==> src/rtl/core/spcq_pkg.sv <==
package spcq_pkg;

  // Defaults for the top-level parameters
  localparam int LEVELS_DEF      = 4;
  localparam int DEPTH_DEF       = 16;
  localparam int HANDLE_BITS_DEF = 16;

  // Fixed field widths of the command and result words
  localparam int FUNC_W   = 2;
  localparam int PRIO_W   = 2;
  localparam int STATUS_W = 2;
  localparam int LEVEL_W  = 2;

  // Operation codes
  localparam logic [FUNC_W-1:0] OP_PUSH  = 2'd0;
  localparam logic [FUNC_W-1:0] OP_POP   = 2'd1;
  localparam logic [FUNC_W-1:0] OP_CLEAR = 2'd2;

  // Status codes
  localparam logic [STATUS_W-1:0] ST_OK    = 2'd0;
  localparam logic [STATUS_W-1:0] ST_EMPTY = 2'd1;
  localparam logic [STATUS_W-1:0] ST_FULL  = 2'd2;

endpackage

==> src/rtl/core/spcq_if.sv <==
interface spcq_in_if #(
  parameter int HANDLE_BITS = spcq_pkg::HANDLE_BITS_DEF
);
  logic                          valid;
  logic                          ready;
  logic [spcq_pkg::FUNC_W-1:0]   func;
  logic [spcq_pkg::PRIO_W-1:0]   prio;
  logic [HANDLE_BITS-1:0]        handle;

  modport source (output valid, output func, output prio, output handle, input ready);
  modport sink   (input valid, input func, input prio, input handle, output ready);
endinterface

interface spcq_out_if #(
  parameter int HANDLE_BITS = spcq_pkg::HANDLE_BITS_DEF
);
  logic                          valid;
  logic                          ready;
  logic [spcq_pkg::STATUS_W-1:0] status;
  logic [HANDLE_BITS-1:0]        popped_handle;
  logic [spcq_pkg::LEVEL_W-1:0]  popped_level;
  logic                          pending;

  modport source (output valid, output status, output popped_handle, output popped_level,
                  output pending, input ready);
  modport sink   (input valid, input status, input popped_handle, input popped_level,
                  input pending, output ready);
endinterface

==> src/rtl/core/spcq_ptr_unit.sv <==
// Shared pointer/count unit: advance a ring index and step a fill count.
module spcq_ptr_unit #(
  parameter int DEPTH = spcq_pkg::DEPTH_DEF,
  localparam int IDX_W = (DEPTH > 1) ? $clog2(DEPTH) : 1,
  localparam int CNT_W = $clog2(DEPTH + 1)
) (
  input  logic [IDX_W-1:0] ptr,
  input  logic [CNT_W-1:0] cnt,
  input  logic             dec,
  output logic [IDX_W-1:0] ptr_nxt,
  output logic [CNT_W-1:0] cnt_nxt,
  output logic             full
);

  assign ptr_nxt = (ptr == IDX_W'(DEPTH - 1)) ? '0 : ptr + IDX_W'(1);
  assign cnt_nxt = dec ? cnt - CNT_W'(1) : cnt + CNT_W'(1);
  assign full    = (cnt >= CNT_W'(DEPTH));

endmodule

==> src/rtl/core/spcq_slot_ram.sv <==
// Slot store: one write port, one registered read port.
module spcq_slot_ram #(
  parameter int ENTRIES = spcq_pkg::LEVELS_DEF * spcq_pkg::DEPTH_DEF,
  parameter int WIDTH   = spcq_pkg::HANDLE_BITS_DEF,
  localparam int ADDR_W = (ENTRIES > 1) ? $clog2(ENTRIES) : 1
) (
  input  logic              clk,
  input  logic              we,
  input  logic [ADDR_W-1:0] waddr,
  input  logic [WIDTH-1:0]  wdata,
  input  logic              re,
  input  logic [ADDR_W-1:0] raddr,
  output logic [WIDTH-1:0]  rdata
);

  logic [WIDTH-1:0] mem [ENTRIES];

  always_ff @(posedge clk) begin
    if (we) begin
      mem[waddr] <= wdata;
    end
  end

  always_ff @(posedge clk) begin
    if (re) begin
      rdata <= mem[raddr];
    end
  end

endmodule

==> src/rtl/core/strict_priority_command_queue.sv <==
// Strict-priority command queue: LEVELS FIFOs of DEPTH handles each, held in one
// single-port-write/registered-read slot RAM, with per-level head, tail and fill
// count registers. Each command word is handled in an accept step and a result step: in the accept cycle the
// level is chosen (push: prio, saturated to LEVELS-1; pop: lowest non-empty
// level), the shared pointer unit advances that level's tail or head and count,
// and the RAM is written (push) or read (pop); in the result step the RAM read
// data arrives and, once the output register is free, the result word is loaded into it. in ready
// is high only between items: no new word is accepted before the last one's result
// has been loaded into the output register. The output register lets the next word be
// accepted while a result still waits. Push to a full level returns status full
// and drops the handle; pop on an empty queue returns status empty; clear resets
// all pointers without touching the RAM. pending reports any level non-empty
// after the step. No clearing pass is needed after reset.
module strict_priority_command_queue #(
  parameter int LEVELS      = spcq_pkg::LEVELS_DEF,
  parameter int DEPTH       = spcq_pkg::DEPTH_DEF,
  parameter int HANDLE_BITS = spcq_pkg::HANDLE_BITS_DEF
) (
  input  logic             clk,
  input  logic             rst_n,
  spcq_in_if.sink          in_ch,
  spcq_out_if.source       out_ch
);

  localparam int IDX_W   = (DEPTH > 1) ? $clog2(DEPTH) : 1;
  localparam int CNT_W   = $clog2(DEPTH + 1);
  localparam int LVL_W   = (LEVELS > 1) ? $clog2(LEVELS) : 1;
  localparam int ENTRIES = LEVELS * DEPTH;
  localparam int ADDR_W  = (ENTRIES > 1) ? $clog2(ENTRIES) : 1;

  // Sequencer states
  localparam logic ST_IDLE = 1'b0;
  localparam logic ST_DONE = 1'b1;

  logic state_r;

  // Per-level ring state
  logic [IDX_W-1:0] head_r [LEVELS];
  logic [IDX_W-1:0] tail_r [LEVELS];
  logic [CNT_W-1:0] cnt_r  [LEVELS];

  // Result of the step, held until the RAM data returns
  logic [spcq_pkg::STATUS_W-1:0] op_status_r;
  logic [LVL_W-1:0]              op_level_r;
  logic                          op_pop_ok_r;

  // Output register
  logic                          out_valid_r;
  logic [spcq_pkg::STATUS_W-1:0] out_status_r;
  logic [HANDLE_BITS-1:0]        out_handle_r;
  logic [spcq_pkg::LEVEL_W-1:0]  out_level_r;
  logic                          out_pending_r;

  logic             accept;
  logic             is_push;
  logic             is_pop;
  logic             is_clear;
  logic [LEVELS-1:0] nonempty;
  logic             pop_found;
  logic [LVL_W-1:0] pop_lvl;
  logic [LVL_W-1:0] push_lvl;
  logic [LVL_W-1:0] sel_lvl;
  logic [IDX_W-1:0] ptr_in;
  logic [IDX_W-1:0] ptr_nxt;
  logic [CNT_W-1:0] cnt_nxt;
  logic             lvl_full;
  logic             push_ok;
  logic             pop_ok;
  logic [ADDR_W-1:0] slot_addr;
  logic [HANDLE_BITS-1:0] ram_rdata;
  logic             load_out;
  logic             cnt_over;

  assign in_ch.ready = (state_r == ST_IDLE);
  assign accept      = in_ch.valid && in_ch.ready;

  assign is_push  = (in_ch.func == spcq_pkg::OP_PUSH);
  assign is_pop   = (in_ch.func == spcq_pkg::OP_POP);
  assign is_clear = (in_ch.func == spcq_pkg::OP_CLEAR);

  // Find the lowest non-empty level for pop
  always_comb begin
    pop_found = 1'b0;
    pop_lvl   = '0;
    cnt_over  = 1'b0;
    for (int l = LEVELS - 1; l >= 0; l--) begin
      nonempty[l] = (cnt_r[l] != '0);
      cnt_over    = cnt_over || (cnt_r[l] > CNT_W'(DEPTH));
      if (nonempty[l]) begin
        pop_found = 1'b1;
        pop_lvl   = LVL_W'(l);
      end
    end
  end

  // Saturate the push level to the top level present
  assign push_lvl = (int'(in_ch.prio) >= LEVELS) ? LVL_W'(LEVELS - 1) : LVL_W'(in_ch.prio);

  assign sel_lvl = is_push ? push_lvl : pop_lvl;
  assign ptr_in  = is_push ? tail_r[sel_lvl] : head_r[sel_lvl];

  spcq_ptr_unit #(
    .DEPTH (DEPTH)
  ) u_ptr (
    .ptr     (ptr_in),
    .cnt     (cnt_r[sel_lvl]),
    .dec     (!is_push),
    .ptr_nxt (ptr_nxt),
    .cnt_nxt (cnt_nxt),
    .full    (lvl_full)
  );

  assign push_ok   = accept && is_push && !lvl_full;
  assign pop_ok    = accept && is_pop && pop_found;
  assign slot_addr = ADDR_W'(sel_lvl) * ADDR_W'(DEPTH) + ADDR_W'(ptr_in);

  spcq_slot_ram #(
    .ENTRIES (ENTRIES),
    .WIDTH   (HANDLE_BITS)
  ) u_ram (
    .clk   (clk),
    .we    (push_ok),
    .waddr (slot_addr),
    .wdata (in_ch.handle),
    .re    (pop_ok),
    .raddr (slot_addr),
    .rdata (ram_rdata)
  );

  // Advance the selected level's pointers; clear drops every level at once
  always_ff @(posedge clk) begin
    if (!rst_n) begin
      for (int l = 0; l < LEVELS; l++) begin
        head_r[l] <= '0;
        tail_r[l] <= '0;
        cnt_r[l]  <= '0;
      end
    end else if (accept && is_clear) begin
      for (int l = 0; l < LEVELS; l++) begin
        head_r[l] <= '0;
        tail_r[l] <= '0;
        cnt_r[l]  <= '0;
      end
    end else if (push_ok) begin
      tail_r[sel_lvl] <= ptr_nxt;
      cnt_r[sel_lvl]  <= cnt_nxt;
    end else if (pop_ok) begin
      head_r[sel_lvl] <= ptr_nxt;
      cnt_r[sel_lvl]  <= cnt_nxt;
    end
  end

  // Hold the step outcome until the read data is back
  always_ff @(posedge clk) begin
    if (accept) begin
      op_pop_ok_r <= pop_ok;
      op_level_r  <= pop_ok ? pop_lvl : '0;
      if (is_push && lvl_full) begin
        op_status_r <= spcq_pkg::ST_FULL;
      end else if (is_pop && !pop_found) begin
        op_status_r <= spcq_pkg::ST_EMPTY;
      end else begin
        op_status_r <= spcq_pkg::ST_OK;
      end
    end
  end

  // Load the result word once the output register is free
  assign load_out = (state_r == ST_DONE) && (!out_valid_r || out_ch.ready);

  always_ff @(posedge clk) begin
    if (!rst_n) begin
      state_r <= ST_IDLE;
    end else begin
      case (state_r)
        ST_IDLE: begin
          if (accept) begin
            state_r <= ST_DONE;
          end
        end
        ST_DONE: begin
          if (load_out) begin
            state_r <= ST_IDLE;
          end
        end
        default: state_r <= ST_IDLE;
      endcase
    end
  end

  always_ff @(posedge clk) begin
    if (!rst_n) begin
      out_valid_r <= 1'b0;
    end else if (load_out) begin
      out_valid_r <= 1'b1;
    end else if (out_ch.ready) begin
      out_valid_r <= 1'b0;
    end
  end

  always_ff @(posedge clk) begin
    if (load_out) begin
      out_status_r  <= op_status_r;
      out_handle_r  <= op_pop_ok_r ? ram_rdata : '0;
      out_level_r   <= spcq_pkg::LEVEL_W'(op_level_r);
      out_pending_r <= |nonempty;
    end
  end

  assign out_ch.valid         = out_valid_r;
  assign out_ch.status        = out_status_r;
  assign out_ch.popped_handle = out_handle_r;
  assign out_ch.popped_level  = out_level_r;
  assign out_ch.pending       = out_pending_r;

  // An accepted word always moves the sequencer to wait for its result
  a_accept_done: assert property (@(posedge clk) disable iff (!rst_n)
    accept |=> (state_r == ST_DONE))
    else $error("sequencer did not advance after accept");

  // No level ever holds more than DEPTH handles
  a_cnt_bound: assert property (@(posedge clk) disable iff (!rst_n)
    !cnt_over)
    else $error("fill count beyond depth");

  // A pop that found nothing must report nothing pending
  a_empty_pending: assert property (@(posedge clk) disable iff (!rst_n)
    (out_valid_r && (out_status_r == spcq_pkg::ST_EMPTY)) |-> !out_pending_r)
    else $error("empty pop reported pending");

endmodule
==> src/flat_wrapper.sv <==
// flat-port wrapper written by rule: the top's interface ports become plain ports
module strict_priority_command_queue_flat 
#(
  parameter int LEVELS      = spcq_pkg::LEVELS_DEF,
  parameter int DEPTH       = spcq_pkg::DEPTH_DEF,
  parameter int HANDLE_BITS = spcq_pkg::HANDLE_BITS_DEF
)
  (clk, rst_n, in_ch_valid, in_ch_func, in_ch_prio, in_ch_handle, in_ch_ready, out_ch_valid, out_ch_status, out_ch_popped_handle, out_ch_popped_level, out_ch_pending, out_ch_ready);
  spcq_in_if #(.HANDLE_BITS(HANDLE_BITS)) in_ch_i ();
  spcq_out_if #(.HANDLE_BITS(HANDLE_BITS)) out_ch_i ();
  input  logic clk;
  input  logic rst_n;
  input wire logic [$bits(in_ch_i.valid)-1:0] in_ch_valid;
  input wire logic [$bits(in_ch_i.func)-1:0] in_ch_func;
  input wire logic [$bits(in_ch_i.prio)-1:0] in_ch_prio;
  input wire logic [$bits(in_ch_i.handle)-1:0] in_ch_handle;
  output wire logic [$bits(in_ch_i.ready)-1:0] in_ch_ready;
  output wire logic [$bits(out_ch_i.valid)-1:0] out_ch_valid;
  output wire logic [$bits(out_ch_i.status)-1:0] out_ch_status;
  output wire logic [$bits(out_ch_i.popped_handle)-1:0] out_ch_popped_handle;
  output wire logic [$bits(out_ch_i.popped_level)-1:0] out_ch_popped_level;
  output wire logic [$bits(out_ch_i.pending)-1:0] out_ch_pending;
  input wire logic [$bits(out_ch_i.ready)-1:0] out_ch_ready;
  assign in_ch_i.valid = in_ch_valid;
  assign in_ch_i.func = in_ch_func;
  assign in_ch_i.prio = in_ch_prio;
  assign in_ch_i.handle = in_ch_handle;
  assign in_ch_ready = in_ch_i.ready;
  assign out_ch_valid = out_ch_i.valid;
  assign out_ch_status = out_ch_i.status;
  assign out_ch_popped_handle = out_ch_i.popped_handle;
  assign out_ch_popped_level = out_ch_i.popped_level;
  assign out_ch_pending = out_ch_i.pending;
  assign out_ch_i.ready = out_ch_ready;
  strict_priority_command_queue #(.LEVELS(LEVELS), .DEPTH(DEPTH), .HANDLE_BITS(HANDLE_BITS)) u_core (.clk(clk), .rst_n(rst_n), .in_ch(in_ch_i), .out_ch(out_ch_i));
endmodule
==> config.mk <==
export PLATFORM = sky130hd
export DESIGN_NAME = strict_priority_command_queue_flat
export DESIGN_NICKNAME = d
export VERILOG_FILES = /design/src/rtl/core/spcq_pkg.sv /design/src/rtl/core/spcq_if.sv /design/src/rtl/core/spcq_ptr_unit.sv /design/src/rtl/core/spcq_slot_ram.sv /design/src/rtl/core/strict_priority_command_queue.sv /design/src/flat_wrapper.sv
export SDC_FILE = /design/constraint.sdc
export NUM_CORES = 1
export LEC_CHECK = 0
export BUFFER_PORTS_ARGS = -buffer_cell sky130_fd_sc_hd__buf_2
export CAP_MARGIN = 5
export CELL_PAD_IN_SITES_DETAIL_PLACEMENT = 1
export CELL_PAD_IN_SITES_GLOBAL_PLACEMENT = 2
export CORE_MARGIN = 4
export CORE_UTILIZATION = 48
export CTS_CLUSTER_SIZE = 10
export DETAILED_ROUTE_END_ITERATION = 8
export PLACE_DENSITY_LB_ADDON = 0.15
export SLEW_MARGIN = 40
export SYNTH_ARGS = -nofsm -noshare
export SYNTH_HDL_FRONTEND = slang
export SYNTH_SLANG_ARGS = --single-unit
==> constraint.sdc <==
create_clock -name clk -period 6.01 [get_ports clk]
set_input_delay 0.3005 -clock clk [delete_from_list [all_inputs] [get_ports clk]]
set_output_delay 0.3005 -clock clk [all_outputs]
set_load 0.005 [all_outputs]
==> impl_metrics.csv, run 1 <==
group,metric,value,unit
die,io_pins,47,
timing,period_needed,5.49,ns
power_and_ir_drop,seq_power_share,48.5,%
critical_path,endpoint_kind,"register",
clock_tree,clk_pin_slew_worst_paths,0.05,ns
power_and_ir_drop,clkPwrFrac,39.2,%
yosys,synth_top_area_share,76.5,%
yosys,async_flop_share,0,%
yosys,synth-edff-count,1118,
placement,place_congestion,0.881,
yosys,yosys_warnings,0,
clock_tree,h-tree-depth,4,
die,die_y,310,um
die,fp-row-count,110,
power_and_ir_drop,peakVddDrop,0.000286,V
critical_path,crit_arrival,6.03,ns
hold_path,hold_path.class,"primary input to register",
timing,fin_ws,0.516,ns
finish,finish.net_count,2877,
timing,tightest_slew,1.03,ns
yosys,synth-seq-area-share,76.6,%
timing,finalSetupViolCount,0,
detailed_routing,drc_errors,0,
critical_path,cp_max_fo,69,
timing,final.period_utilization,91.4,%
critical_path,critPathKind,"register to register",
timing,finalSetupTns,0,ns
yosys,synth-seq-cells,1120,
timing,fin_skew,0.0219,ns
yosys,synthesis.nets,2683,
die,initial_core_util,48.6,%
detailed_routing,viasPerCell,6.37,
placement,io_buffers,46,
clock_tree,cts_tree,"done",
clock_tree,cts_setup_buffers,0,
yosys,synth_area_per_cell,16.5,sq um
power_and_ir_drop,p_switching,4.55,mW
hold_path,whs_path_depth,3,
clock_tree,cts_buffer_depth,3,
global_route,overflow,0,
finish,final_cell_mix,"edfxtp_1, nand2_1, mux2i_1, nor2_1, o21ai_0",
clock_tree,cts_buffers,132,
timing,rsz0062_at_grt,"no",
power_and_ir_drop,switching_share,25.3,%
critical_path,critical_path_required,6.55,ns
power_and_ir_drop,intPower,13.4,mW
detailed_routing,drtIter0Drc,3200,
yosys,mappedNetlistArea,0.0439,sq mm
global_route,antenna_found_initial,9,
die,core_area,0.0903,sq mm
clock_tree,insertion_delay,0.73,ns
clock_tree,cts_resized,0,
power_and_ir_drop,pwr_density_cell,359,mW/mm^2
timing,final_max_slew_viol_count,0,
detailed_routing,wl_per_cell,33.3,um
status,status,"complete, no violations",
yosys,yosys.area.top_type,"edfxtp_1",
critical_path,reg2regPathDepth,13,
critical_path,critPathLaunchType,"register",
power_and_ir_drop,leakagePower,16.7,nW
yosys,ys.flop_type,"edfxtp_1",
yosys,ys_types,81,
detailed_routing,antenna_left,0,
global_route,grt_util_all_layers,28.5,%
global_route,grt_pass1_wl,194,mm
die,die_w,310,um
timing,fmax,182,MHz
finish,drive_above_1_share,16.1,%
placement,pre_cts_ws,0.426,ns
clock_tree,hold_buffers,5,
detailed_routing,vias,25900,
detailed_routing,finalWirelength,135,mm
power_and_ir_drop,comb_power_share,12.3,%
finish,area_delta_synth_final,14.0,%
timing,final_hold_viol_count,0,
clock_tree,cts_root_buffer,"clkbuf_16",
global_route,grt_pass1_vias,26800,
timing,max_slew_margin,31.1,%
placement,dp_hpwl,81.8,mm
yosys,synth_cells,2653,
yosys,netlist_top_cells_area,"edfxtp_1, mux2i_1, mux4_2, o21ai_0, nand2_1",
die,design.die.area,0.0963,sq mm
global_route,grt_max_degree,121,
finish,mostFrequentLayoutCell,"edfxtp_1",
job,maxCapViolCount,0,
clock_tree,cts_sinks,1120,
detailed_routing,dr.pass1.iters,5,
## registers in the layout, summed over array words and instances, names as in the netlist
register                     cells
u_core.out_ch.valid              1
u_core.out_ch.popped_handle     16
u_core.cnt_r                    20
u_core.op_status_r               2
u_core.u_ram.rdata              16
u_core.u_ram.mem              1024
u_core.state_r                   1
u_core.out_ch.status             2
u_core.op_level_r                2
u_core.head_r                   16
u_core.tail_r                   16
u_core.out_ch.pending            1
u_core.op_pop_ok_r               1
u_core.out_ch.popped_level       2
## worst paths after layout
kind	endpoint	slack, ns	start
setup reg to reg	u_core.u_ram.rdata[0]	0.52	u_core.cnt_r[2][2]
hold / removal	u_core.op_level_r[1]	0.12	in_ch_func[0]
setup / recovery	u_core.u_ram.rdata[0]	0.52	u_core.cnt_r[2][2]
hold reg to reg	u_core.out_ch.popped_level[1]	0.42	u_core.op_level_r[1]
## cell usage after synthesis, drive strengths merged, types with 4 or more instances
master   instances
nand4           15
and2            21
a211oi           5
nand2          212
a32oi            4
mux2            18
buf            102
a22oi          105
clkbuf          54
o2bb2ai         22
a2111oi         10
a311oi           6
a21oi          127
o32ai           11
a22o             4
a221o           16
and3            22
mux4            54
nor2           165
a21o             4
nand3           68
edfxtp        1118
inv             15
a221oi          20
ha               5
a222oi           4
nor3            13
mux2i          163
a31oi           23
o211ai           6
o21ai          169
o22ai           18
and4            11
## power by group through the flow
stage / clock, mW / combinational, mW / sequential, mW
finish: 7.04 / 2.21 / 8.69
global route: 7.52 / 2.33 / 8.69
CTS: 7.15 / 2.19 / 8.69
detailed placement: 0 / 2.18 / 8.85
global placement: 0 / 2.14 / 8.85
floorplan: 0 / 1.20 / 8.83
## per-layer routing
layer  wire [um]  up-vias  GRT usage [%]
li1            -    10900              -
met1       54400    13600           39.0
met2       65700     1176           46.9
met3       11100      214           5.29
met4        4040        2           9.09
met5          13        -              0
## critical path, cell delays in order, from the launching register on
cell and delay, ns:
edfxtp_1 0.39, or4_1 0.61, nand2b_1 0.21, o211ai_2 0.23
and2_4 0.33, o311ai_1 0.16, o21ai_4 0.64, inv_6 0.43
nor3_4 0.57, buf_4 0.65, a22oi_1 0.20, a21oi_1 0.43
nor4_1 0.13, nand4_1 0.23
## per-stage QoR
step / instances / instance area (sq um) / hold WS [ns] / total power, mW / util, %
3_5_place_dp: 3883 / 46200 / 0.406 / 11.0 / 51.2
3_3_place_gp: 3880 / 46100 / 0.408 / 11.0 / 51.1
5_1_grt: 4062 / 50000 / 0.0921 / 18.5 / 55.4
6_report: 4063 / 50000 / 0.120 / 17.9 / 55.4
2_1_floorplan: 2653 / 43900 / 0.399 / 10.0 / -
4_1_cts: 4061 / 49900 / 0.0826 / 18.0 / 55.3
## logic make-up after synthesis
kind of cell,count (synthesis),synth area share (%)
DFF,1120,76.6
AOI/OAI and AO/OA,573,8.50
and+or+nand+nor,544,5.63
muxes,235,6.95
buffers and inverters,171,2.04
adders and majority gates,6,0.188
xor gates and xnor gates,4,0.0799
## cell type report
type / count / area (sq um)
fill: 8240 / 40300
sequential: 1120 / 33600
multi-input combinational: 1362 / 9510
clock buffer: 158 / 3500
timing repair buffer: 216 / 1700
tap: 1176 / 1470
clock inverter: 15 / 146
inverter: 15 / 61.3
antenna: 1 / 2.50
No activity file was read; power rests on OpenSTA's default activity.
==> run 2, diff against run 1 <==
--- a/config.mk
+++ b/config.mk
@@ -13,7 +13,7 @@
 export CORE_UTILIZATION = 48
 export CTS_CLUSTER_SIZE = 10
 export DETAILED_ROUTE_END_ITERATION = 8
-export PLACE_DENSITY_LB_ADDON = 0.15
+export PLACE_DENSITY = 0.87
 export SLEW_MARGIN = 40
 export SYNTH_ARGS = -nofsm -noshare
 export SYNTH_HDL_FRONTEND = slang
==> run 2 against run 1 <==
Die area unchanged. Count of clock-buffer cells in the layout decreased by 15. Worst setup slack better by 0.034 ns. Maximum frequency up 0.61%. Sequential share of layout area is 0.22 points higher. Critical path type unchanged. Largest power group unchanged.
==> impl_metrics.csv, run 2 (synthesis gave the netlist of run 1 again) <==
group,metric,value,unit
timing,hold_ws,0.0723,ns
timing,rsz0062_at_grt,"no",
clock_tree,insertion_delay,0.74,ns
job,maxCapViolCount,0,
clock_tree,cts_buffers,131,
finish,fillers,8231,
critical_path,critPathKind,"register to register",
timing,final_hold_viol_count,0,
detailed_routing,dr.pass1.iters,5,
hold_path,hold_path.class,"primary input to register",
finish,fin_cells,4044,
placement,dp_hpwl,80.2,mm
detailed_routing,drtIter0Drc,3682,
detailed_routing,antenna_left,0,
clock_tree,cts_tree,"done",
die,initial_core_util,48.6,%
global_route,grt_pass1_vias,27400,
critical_path,worstReg2RegStart,"u_core.cnt_r[3][3]",
timing,finalSetupTns,0,ns
timing,final.period_utilization,90.9,%
finish,drive_above_1_share,15.6,%
timing,final_max_slew_viol_count,0,
die,die_w,310,um
detailed_routing,finalWirelength,132,mm
clock_tree,clk_pin_slew_worst_paths,0.05,ns
power_and_ir_drop,finalPower,17.8,mW
finish,mostFrequentLayoutCell,"edfxtp_1",
finish,largest_register_ffs,1024,
placement,place_congestion,0.926,
global_route,grt_pass1_wl,192,mm
detailed_routing,wl_per_cell,32.7,um
power_and_ir_drop,peakVddDrop,0.000262,V
finish,finish.net_count,2866,
critical_path,critical_path_required,6.46,ns
critical_path,critPathLaunchType,"register",
clock_tree,cts_setup_buffers,0,
timing,fmax,183,MHz
finish,multiInputGateArea,0.00947,sq mm
clock_tree,h-tree-depth,4,
placement,io_buffers,46,
finish,seq_area,0.0336,sq mm
finish,area_delta_synth_final,13.6,%
global_route,grt_max_degree,100,
finish,regMostFlops,"u_core.u_ram.mem",
critical_path,cp_max_fo,29,
detailed_routing,drc_errors,0,
detailed_routing,vias,26500,
critical_path,r2r_end,"u_core.u_ram.rdata[15]",
power_and_ir_drop,leakagePower,16.6,nW
timing,tightest_slew,0.928,ns
critical_path,critPathCapture,"u_core.u_ram.rdata[15]",
critical_path,reg2regPathDepth,14,
clock_tree,cts_sinks,1120,
die,design.die.area,0.0963,sq mm
clock_tree,cts_root_buffer,"clkbuf_16",
critical_path,setup.worst_path.start,"u_core.cnt_r[3][3]",
global_route,overflow,0,
critical_path,rrSetupSlack,0.55,ns
finish,top_regs,"u_core.u_ram.mem x1024, u_core.cnt_r x20",
finish,final_cell_mix,"edfxtp_1, nand2_1, nor2_1, mux2i_1, o21ai_0",
die,die_y,310,um
power_and_ir_drop,pwr_density_cell,358,mW/mm^2
die,core_area,0.0903,sq mm
status,status,"complete, no violations",
global_route,grt_util_all_layers,27.7,%
timing,period_needed,5.46,ns
detailed_routing,viasPerCell,6.55,
global_route,antenna_found_initial,8,
placement,dp_cells,3873,
timing,finalSetupViolCount,0,
die,fp-row-count,110,
clock_tree,cts_buffer_depth,3,
timing,max_slew_margin,38.0,%
timing,fin_skew,0.0250,ns
critical_path,endpoint_kind,"register",
die,io_pins,47,
critical_path,crit_arrival,5.91,ns
==> run 2: through the flow <==
| stage | setup slack, ns | area (sq um) | util (%) |
|---|---|---|---|
| after floorplan | 1.49 | 43900 | - |
| after global placement | 0.451 | 46000 | 51.0 |
| after detailed placement | 0.408 | 46100 | 51.0 |
| after CTS | 0.553 | 49800 | 55.1 |
| after global routing | 0.321 | 49800 | 55.2 |
| final | 0.549 | 49800 | 55.2 |
==> run 2: layout make-up <==
| class | instances | share of cell area, % |
|---|---|---|
| Sequential cell | 1120 | 67.4 |
| Antenna cell | 2 | 0.0100 |
| Clock buffer | 143 | 6.71 |
| Tap cell | 1176 | 2.95 |
| Multi-Input combinational cell | 1362 | 19.0 |
| Inverter | 15 | 0.123 |
| Timing Repair Buffer | 206 | 3.22 |
| Clock inverter | 20 | 0.537 |
==> run 2: repair_timing <==
| action | in CTS | in global routing |
|---|---|---|
| hold endpoints to repair | 3 | 0 |
| resized for setup | 0 | 0 |
| hold buffers | 5 | 0 |
==> run 2: critical path, cell delays in order (launching register included) <==
cell and delay [ns]:
edfxtp_1 0.40, or4_4 0.58, nor4_4 0.43, nand2b_2 0.27
mux2_1 0.33, o32a_2 0.47, inv_2 0.38, buf_4 0.35
nor2_2 0.07, buf_4 0.28, a221oi_1 0.36, a31oi_1 0.21
a2111oi_0 0.72, buf_4 0.25, nand4_1 0.07
==> run 2: worst min-delay path by stage <==
| stage | cells past startpoint | slack (ns) | start | to |
|---|---|---|---|---|
| 6_report | 3 | 0.07 | in_ch_func[0] | u_core.op_level_r[1] |
| 5_1_grt | 3 | 0.07 | in_ch_func[0] | u_core.op_level_r[1] |
| 4_1_cts | 3 | 0.03 | in_ch_func[0] | u_core.op_level_r[1] |
| 3_5_place_dp | 0 | 0.42 | u_core.op_level_r[1] | u_core.out_ch.popped_level[1] |
| 3_3_place_gp | 0 | 0.40 | u_core.op_status_r[1] | u_core.out_ch.status[1] |
| 2_1_floorplan | 0 | 0.40 | in_ch_handle[0] | u_core.u_ram.mem[0][0] |
==> run 2: per-layer routing <==
metal / GRT usage, % / vias to the layer above / routed length (um)
met2: 44.3 / 1607 / 63000
met4: 12.0 / 2 / 5970
met3: 5.93 / 312 / 12600
li1: - / 10800 / -
met1: 37.1 / 13800 / 50800
met5: 0 / - / 8
==> run 2: power breakdown <==
| part | internal (mW) | leakage [nW] | switching (mW) |
|---|---|---|---|
| registers | 8.66 | 10.2 | 0.0274 |
| logic | 0.645 | 4.72 | 1.53 |
| clock network | 3.96 | 1.76 | 3.00 |
